$ cat config.mk
export PLATFORM = sky130hd
export DESIGN_NAME = typed_property_record_parser
export DESIGN_NICKNAME = d
export VERILOG_FILES = /design/src/hdl/tpr_pkg.sv /design/src/hdl/tpr_parser.sv /design/src/hdl/tpr_out_stage.sv /design/src/hdl/typed_property_record_parser.sv
export SDC_FILE = /design/constraint.sdc
export NUM_CORES = 1
export LEC_CHECK = 0
export BUFFER_PORTS_ARGS = -buffer_cell sky130_fd_sc_hd__buf_2
export CAP_MARGIN = 10
export CORE_MARGIN = 4
export CORE_UTILIZATION = 40
export DETAILED_ROUTE_END_ITERATION = 8
export GPL_ROUTABILITY_DRIVEN = 0
export PLACE_DENSITY_LB_ADDON = 0.05
export SETUP_SLACK_MARGIN = 0.05
export SLEW_MARGIN = 5
export SYNTH_ARGS = -nofsm -noshare
export SYNTH_HDL_FRONTEND = slang
export SYNTH_HIERARCHICAL = 1
export SYNTH_SLANG_ARGS = --single-unit
$ cat constraint.sdc
create_clock -name clk_i -period 6 [get_ports clk_i]
set_clock_uncertainty 0.1 [all_clocks]
set_input_delay 1.8 -clock clk_i [delete_from_list [all_inputs] [get_ports clk_i]]
set_output_delay 1.8 -clock clk_i [all_outputs]
set_load 0.01 [all_outputs]
$ cat src/hdl/tpr_pkg.sv
// Shared types, type codes and value helpers for the typed property record parser.
// Used by tpr_parser, tpr_out_stage and typed_property_record_parser.
package tpr_pkg;

  localparam logic [7:0] TY_S = 8'h53;
  localparam logic [7:0] TY_R = 8'h52;
  localparam logic [7:0] TY_Y = 8'h59;
  localparam logic [7:0] TY_C = 8'h43;
  localparam logic [7:0] TY_B = 8'h42;
  localparam logic [7:0] TY_I = 8'h49;
  localparam logic [7:0] TY_F = 8'h46;
  localparam logic [7:0] TY_D = 8'h44;
  localparam logic [7:0] TY_L = 8'h4C;
  localparam logic [7:0] TY_LOWER_A = 8'h61;
  localparam logic [7:0] CASE_GAP = 8'h20;

  localparam logic [2:0] KIND_SCALAR     = 3'd0;
  localparam logic [2:0] KIND_ELEMENT    = 3'd1;
  localparam logic [2:0] KIND_RAW        = 3'd2;
  localparam logic [2:0] KIND_COMPRESSED = 3'd3;
  localparam logic [2:0] KIND_EMPTY      = 3'd4;
  localparam logic [2:0] KIND_UNKNOWN    = 3'd5;

  typedef struct packed {
    logic [7:0]         record_type;
    logic [2:0]         result_kind;
    logic signed [63:0] element_value;
    logic [31:0]        element_number;
    logic               last_of_record;
  } result_t;

  function automatic logic [3:0] scalar_size(input logic [7:0] t);
    logic [3:0] s;
    case (t)
      TY_Y:       s = 4'd2;
      TY_C, TY_B: s = 4'd1;
      TY_I, TY_F: s = 4'd4;
      TY_D, TY_L: s = 4'd8;
      default:    s = 4'd0;
    endcase
    return s;
  endfunction

  function automatic logic [63:0] finish_value(input logic [7:0] t, input logic [63:0] v);
    logic [63:0] r;
    case (t)
      TY_Y:       r = {{48{v[15]}}, v[15:0]};
      TY_C, TY_B: r = {63'd0, |v[7:0]};
      TY_I:       r = {{32{v[31]}}, v[31:0]};
      TY_F:       r = {32'd0, v[31:0]};
      default:    r = v;
    endcase
    return r;
  endfunction

endpackage

$ cat src/hdl/tpr_parser.sv
// Record phase machine: consumes one byte per transfer and forms at most one result.
// Depends on tpr_pkg for type codes, result kinds and value helpers.
module tpr_parser import tpr_pkg::*; (
  input  logic       clk_i,
  input  logic       rst_ni,
  input  logic       take_i,
  input  logic [7:0] data_byte_i,
  output logic       push_o,
  output result_t    result_o
);

  typedef enum logic [2:0] {
    PH_TYPE, PH_LEN, PH_RAW, PH_SCALAR, PH_ACOUNT, PH_AENC, PH_ACLEN, PH_APAY
  } phase_e;

  phase_e      phase_q, phase_d;
  logic [2:0]  pos_q, pos_d;
  logic [63:0] asm_q, asm_d;
  logic [7:0]  type_q, type_d;
  logic [31:0] rem_q, rem_d;
  logic [31:0] count_q, count_d;
  logic        comp_q, comp_d;
  logic [31:0] elem_q, elem_d;

  logic [63:0] asm_take;
  logic [7:0]  elem_type;
  logic [3:0]  pos_next;
  logic        rem_last;

  assign asm_take  = asm_q | ({56'd0, data_byte_i} << {pos_q, 3'b000});
  assign elem_type = type_q - CASE_GAP;
  assign pos_next  = {1'b0, pos_q} + 4'd1;
  assign rem_last  = rem_q <= 32'd1;

  always_comb begin
    phase_d  = phase_q;
    pos_d    = pos_q;
    asm_d    = asm_q;
    type_d   = type_q;
    rem_d    = rem_q;
    count_d  = count_q;
    comp_d   = comp_q;
    elem_d   = elem_q;
    push_o   = 1'b0;
    result_o = '{record_type: type_q, result_kind: KIND_SCALAR, element_value: 64'sd0,
                 element_number: 32'd0, last_of_record: 1'b0};
    case (phase_q)
      PH_TYPE: begin
        type_d = data_byte_i;
        asm_d  = 64'd0;
        pos_d  = 3'd0;
        elem_d = 32'd0;
        comp_d = 1'b0;
        rem_d  = 32'd0;
        if (data_byte_i inside {TY_S, TY_R}) begin
          phase_d = PH_LEN;
        end else if (scalar_size(data_byte_i) != 4'd0) begin
          phase_d = PH_SCALAR;
        end else if (data_byte_i >= TY_LOWER_A &&
                     scalar_size(data_byte_i - CASE_GAP) != 4'd0) begin
          phase_d = PH_ACOUNT;
        end else begin
          push_o = 1'b1;
          result_o.record_type    = data_byte_i;
          result_o.result_kind    = KIND_UNKNOWN;
          result_o.last_of_record = 1'b1;
        end
      end
      PH_LEN: begin
        if (pos_q == 3'd3) begin
          rem_d = asm_take[31:0];
          asm_d = 64'd0;
          pos_d = 3'd0;
          if (asm_take[31:0] == 32'd0) begin
            push_o = 1'b1;
            result_o.result_kind    = KIND_EMPTY;
            result_o.last_of_record = 1'b1;
            phase_d = PH_TYPE;
          end else begin
            phase_d = PH_RAW;
          end
        end else begin
          asm_d = asm_take;
          pos_d = pos_q + 3'd1;
        end
      end
      PH_RAW: begin
        push_o = 1'b1;
        result_o.result_kind    = KIND_RAW;
        result_o.element_value  = {56'd0, data_byte_i};
        result_o.element_number = elem_q;
        result_o.last_of_record = rem_last;
        elem_d = elem_q + 32'd1;
        rem_d  = rem_q - 32'd1;
        if (rem_q == 32'd1) phase_d = PH_TYPE;
      end
      PH_SCALAR: begin
        if (pos_next >= scalar_size(type_q)) begin
          push_o = 1'b1;
          result_o.result_kind    = KIND_SCALAR;
          result_o.element_value  = finish_value(type_q, asm_take);
          result_o.last_of_record = 1'b1;
          asm_d   = 64'd0;
          pos_d   = 3'd0;
          phase_d = PH_TYPE;
        end else begin
          asm_d = asm_take;
          pos_d = pos_q + 3'd1;
        end
      end
      PH_ACOUNT, PH_AENC, PH_ACLEN: begin
        if (pos_q != 3'd3) begin
          asm_d = asm_take;
          pos_d = pos_q + 3'd1;
        end else begin
          asm_d = 64'd0;
          pos_d = 3'd0;
          if (phase_q == PH_ACOUNT) begin
            count_d = asm_take[31:0];
            phase_d = PH_AENC;
          end else if (phase_q == PH_AENC) begin
            comp_d  = asm_take[31:0] != 32'd0;
            phase_d = PH_ACLEN;
          end else begin
            rem_d = comp_q ? asm_take[31:0] : count_q;
            if (rem_d == 32'd0) begin
              push_o = 1'b1;
              result_o.result_kind    = KIND_EMPTY;
              result_o.last_of_record = 1'b1;
              phase_d = PH_TYPE;
            end else begin
              phase_d = PH_APAY;
            end
          end
        end
      end
      PH_APAY: begin
        if (comp_q) begin
          push_o = 1'b1;
          result_o.result_kind    = KIND_COMPRESSED;
          result_o.element_value  = {56'd0, data_byte_i};
          result_o.element_number = elem_q;
          result_o.last_of_record = rem_last;
          elem_d = elem_q + 32'd1;
          rem_d  = rem_q - 32'd1;
          if (rem_q == 32'd1) phase_d = PH_TYPE;
        end else if (pos_next >= scalar_size(elem_type)) begin
          push_o = 1'b1;
          result_o.result_kind    = KIND_ELEMENT;
          result_o.element_value  = finish_value(elem_type, asm_take);
          result_o.element_number = elem_q;
          result_o.last_of_record = rem_last;
          elem_d = elem_q + 32'd1;
          rem_d  = rem_q - 32'd1;
          asm_d  = 64'd0;
          pos_d  = 3'd0;
          if (rem_q == 32'd1) phase_d = PH_TYPE;
        end else begin
          asm_d = asm_take;
          pos_d = pos_q + 3'd1;
        end
      end
      default: phase_d = PH_TYPE;
    endcase
    if (!take_i) push_o = 1'b0;
  end

  always_ff @(posedge clk_i or negedge rst_ni) begin
    if (!rst_ni) begin
      phase_q <= PH_TYPE;
      pos_q   <= 3'd0;
      asm_q   <= 64'd0;
      type_q  <= 8'd0;
      rem_q   <= 32'd0;
      count_q <= 32'd0;
      comp_q  <= 1'b0;
      elem_q  <= 32'd0;
    end else if (take_i) begin
      phase_q <= phase_d;
      pos_q   <= pos_d;
      asm_q   <= asm_d;
      type_q  <= type_d;
      rem_q   <= rem_d;
      count_q <= count_d;
      comp_q  <= comp_d;
      elem_q  <= elem_d;
    end
  end

endmodule

$ cat src/hdl/tpr_out_stage.sv
// Result register with a one-entry skid buffer between the parser and the output channel.
// Depends on tpr_pkg for the result record type.
module tpr_out_stage import tpr_pkg::*; (
  input  logic    clk_i,
  input  logic    rst_ni,
  input  logic    push_i,
  input  result_t result_i,
  output logic    full_o,
  output logic    valid_o,
  input  logic    stall_i,
  output result_t result_o
);

  logic    out_valid_q;
  logic    skid_valid_q;
  result_t out_q;
  result_t skid_q;
  logic    pop;

  assign pop      = out_valid_q && !stall_i;
  assign full_o   = skid_valid_q;
  assign valid_o  = out_valid_q;
  assign result_o = out_q;

  always_ff @(posedge clk_i or negedge rst_ni) begin
    if (!rst_ni) begin
      out_valid_q  <= 1'b0;
      skid_valid_q <= 1'b0;
    end else if (pop || !out_valid_q) begin
      if (skid_valid_q) begin
        out_valid_q  <= 1'b1;
        skid_valid_q <= 1'b0;
      end else begin
        out_valid_q <= push_i;
      end
    end else if (push_i) begin
      skid_valid_q <= 1'b1;
    end
  end

  always_ff @(posedge clk_i) begin
    if (pop || !out_valid_q) begin
      out_q <= skid_valid_q ? skid_q : result_i;
    end else if (push_i) begin
      skid_q <= result_i;
    end
  end

endmodule

$ cat src/hdl/typed_property_record_parser.sv
// Top level of the typed property record parser.
// Depends on tpr_pkg, tpr_parser and tpr_out_stage.
//
// The input channel carries one byte of a binary property stream per transfer
// (in_valid_i, in_stall_o, data_byte_i). The output channel carries one parsed
// result per transfer (out_valid_o, out_stall_i and the five result fields).
// Header, length and partial value bytes produce no result, except that an unknown
// type byte or the last byte of a zero length yields one; every other byte yields one.
// A byte is parsed in the cycle it is transferred and its result is registered,
// or held in the skid buffer on a stall. The block accepts one byte every cycle
// while the receiver keeps up, a rate set by the phase machine's per-byte update.
// When the receiver stalls, the output register holds its result unchanged and
// a one-entry skid buffer takes the next result; once that buffer is occupied,
// in_stall_o is raised until the output transfer drains it.
// Reset clears the phase machine to wait for a type byte and empties both the
// output register and the skid buffer.
module typed_property_record_parser import tpr_pkg::*; (
  input  logic               clk_i,
  input  logic               rst_ni,
  input  logic               in_valid_i,
  output logic               in_stall_o,
  input  logic [7:0]         data_byte_i,
  output logic               out_valid_o,
  input  logic               out_stall_i,
  output logic [7:0]         record_type_o,
  output logic [2:0]         result_kind_o,
  output logic signed [63:0] element_value_o,
  output logic [31:0]        element_number_o,
  output logic               last_of_record_o
);

  logic    take;
  logic    push;
  logic    full;
  result_t parsed;
  result_t shown;

  assign in_stall_o = full;
  assign take       = in_valid_i && !full;

  tpr_parser u_parser (
    .clk_i       (clk_i),
    .rst_ni      (rst_ni),
    .take_i      (take),
    .data_byte_i (data_byte_i),
    .push_o      (push),
    .result_o    (parsed)
  );

  tpr_out_stage u_out_stage (
    .clk_i    (clk_i),
    .rst_ni   (rst_ni),
    .push_i   (push),
    .result_i (parsed),
    .full_o   (full),
    .valid_o  (out_valid_o),
    .stall_i  (out_stall_i),
    .result_o (shown)
  );

  assign record_type_o    = shown.record_type;
  assign result_kind_o    = shown.result_kind;
  assign element_value_o  = shown.element_value;
  assign element_number_o = shown.element_number;
  assign last_of_record_o = shown.last_of_record;

endmodule
==> impl_metrics.ini <==
[run_status]
outcome = completed

[final_layout]
layout-drive-gt1-share_pct = 21.5
layout_common_cells = 216 x edfxtp_1, 199 x nor2_1, 176 x dfrtp_1
final_common_cell = edfxtp_1
areaGrowthSynthToFinish_pct = 13.6
nNetsFinal = 1834

[logic_synthesis]
yosysWarnings = 6
syn_area_per_cell_um2 = 11.3
postSynthCellCount = 1710
synth_edf_count = 216
ys_seq_elements = 393
ys_seq_area_share_pct = 56.3
async_flop_share_pct = 45.0
synth_cell_types = 80
netlist_area_um2 = 19400
synth_ff_type = edfxtp_1
syn_nets = 1738

[power]
p_switching_mw = 3.87
p_sw_share_pct = 38.1
p_int_mw = 6.30
ir_drop_mv = 0.206
power.total_mw = 10.2
combPwrFrac_pct = 34.7
p_leak_nw = 9.40
power_density_nw_per_um2 = 462
p_seq_share_pct = 38.9
power.share.clock_pct = 26.5

[place]
io_buffers = 121
dpl.hpwl_mm = 35.8
place_ws_ns = 0.652

[timing]
setup_violations = 0
timing.fmax_mhz = 202
period_share_pct = 82.3
layout_setup_ws_ns = 1.06
fin_hold_ws_ns = 0.412
rsz0062_at_grt = false
setup_tns_ns = 0
tightest_slew_ns = 1.05
final-max-slew-violation-count = 0
period_needed_ns = 4.94
hold_viol = 0
slew_headroom_pct = 30.3

[min_path]
hold_depth = 2
hold_class = reg -> reg

[critical_path]
cp-end-kind = flip-flop
setup.worst_path.class = reg -> reg
critical_path.max_fanout = 18
path_cells = inv_1 > ha_1 > xnor2_1 > nand3b_1 > nor4_1 > ha_1 > nand2b_1 > a2111oi_0 > nor2_1 > nand2_1 > buf_4 > o22a_1 > nor2_1 > a221o_1 > mux2_4
slowest_stage = o22a_1
worstPathRequired_ns = 6.23
worstPathArrival_ns = 5.17
reg2reg_depth = 15
start_kind = flip-flop
cpPeakStageDelay_ns = 0.61
cp.depth = 15
cp_top_family = compound AO/OA/AOI/OAI gates
crit_buf_inv = 2

[clock_network]
cts_setup_buffers = 0
cts.clk_slew.worst_paths_ns = 0.06
insertion_delay_ns = 0.58
htreeDepth = 2
cts_resized = 0
cts_tree = built
cts_buffer_depth = 3
cts_hold_buffers = 0
cts_buffers = 45
cts_root_buf = clkbuf_16
cts.sinks = 393

[route]
ant_nets = 0
drt_iter0_drc = 1039
dr.pass1.iters = 5
vias = 13900
route.detailed.drc = 0
wire_per_inst_um = 21.6
wirelength_mm = 53.0
via_per_inst = 5.63

[die]
die_height_um = 228
dieArea_um2 = 52000
core-area_um2 = 47800
core.rowCount = 80
die_w_um = 228
start_util_pct = 40.5
io_pins = 122

[grt]
first_global_vias = 13600
grt_use_total_pct = 20.0
grt.overflow.total = 0
antenna_found_initial = 5
grt_max_degree = 74
grt_pass1_wl_mm = 83.2

[job]
maxCapViolCount = 0
## metal layers
layer	share of wire (%)	vias to the layer above	routed length, µm	global-route usage (%)
met5	0.013	-	7	0
met4	3.5	2	1830	7.19
met3	5.0	106	2670	3.64
met2	44	383	23400	29.7
met1	47	6829	25100	29.4
li1	-	6541	-	-
## kinds of logic (layout without fill, tap and decap cells)
group           count (synthesis)  count (layout)  share of synthesized area [%]
simple gates                  601             601                           15.2
compound gates                408             408                           13.2
flops                         393             393                           56.3
buf+inv                       139             270                           3.78
mux                           128             128                           9.33
xor+xnor                       25              25                           1.13
fa+ha+maj                      16              16                           1.03
other cells                     0               4                              0
## state kept, by name (all words and copies together), names as in the netlist
| register | count |
|---|---|
| u_parser/elem_q | 32 |
| u_parser/comp_q | 1 |
| u_out_stage/valid_o | 1 |
| u_out_stage/full_o | 1 |
| u_parser/asm_q | 64 |
| u_out_stage/skid_q | 108 |
| u_parser/type_q | 8 |
| u_parser/rem_q | 32 |
| u_out_stage/result_o | 108 |
| u_parser/count_q | 32 |
| u_parser/phase_q | 3 |
| u_parser/pos_q | 3 |
## through the flow
step / utilization, % / cells / cell area, µm²
global placement: 43.0 / 2373 / 20600
global route: 46.0 / 2458 / 22000
floorplan: - / 1710 / 19400
detailed placement: 43.0 / 2373 / 20600
CTS: 46.0 / 2455 / 22000
finish: 46.0 / 2460 / 22000
## cell type report
class | instances | area (µm²)
diodes | 4 | 10.0
clock buffers | 66 | 1250
clock inverters | 16 | 186
fillers | 4497 | 25800
inverters | 21 | 78.8
multi-input cells | 1178 | 7790
flip-flops and latches | 393 | 10900
well taps | 615 | 769
repair buffers | 167 | 1000
## worst paths after layout
check                                    from                       end  slack, ns
setup / recovery           u_parser/type_q[5]  u_out_stage/result_o[33]       1.06
hold / removal             u_parser/rem_q[15]        u_parser/rem_q[15]       0.41
setup reg to reg           u_parser/type_q[5]  u_out_stage/result_o[33]       1.06
hold reg to reg            u_parser/rem_q[15]        u_parser/rem_q[15]       0.41
max in group asynchronous              rst_ni        u_parser/asm_q[49]       3.59
min in group asynchronous              rst_ni        u_parser/asm_q[48]       1.13
## cells in the mapped netlist (10+ instances only)
cell type	instances	area [µm²]
xnor2_1	24	210
a31oi_1	20	125
a2111oi_0	12	105
nor4_1	22	138
edfxtp_1	216	6490
and3_1	10	62.6
and2_1	38	238
inv_1	19	71.3
nand4_1	15	93.8
nand2_1	130	488
a21o_1	13	97.6
buf_12	10	200
o22ai_1	25	156
a21oi_1	136	681
nor4b_1	10	87.6
nor2b_1	11	68.8
mux2_2	30	338
a22o_1	35	307
nor2_1	202	758
o21ai_0	98	490
dfrtp_1	177	4430
clkbuf_1	92	345
nor3_1	80	400
nand3_1	20	100
ha_1	16	200
mux2_4	98	1470
## power groups by stage
stage / logic, mW / clock network [mW] / registers [mW]
2_1_floorplan: 2.28 / 0 / 3.93
3_3_place_gp: 3.50 / 0 / 3.99
3_5_place_dp: 3.51 / 0 / 4.00
4_1_cts: 3.52 / 2.78 / 3.95
5_1_grt: 3.87 / 2.90 / 4.02
6_report: 3.53 / 2.69 / 3.95
## tightest hold or removal path: cells and delay by family, from the launching register on
| family | cells | cell delay [ns] |
|---|---|---|
| AOI/OAI and AO/OA | 1 | 0.08 |
| DFF | 1 | 0.33 |
| and+or+nand+nor | 1 | 0.07 |
(Power assumes the default switching activity.)
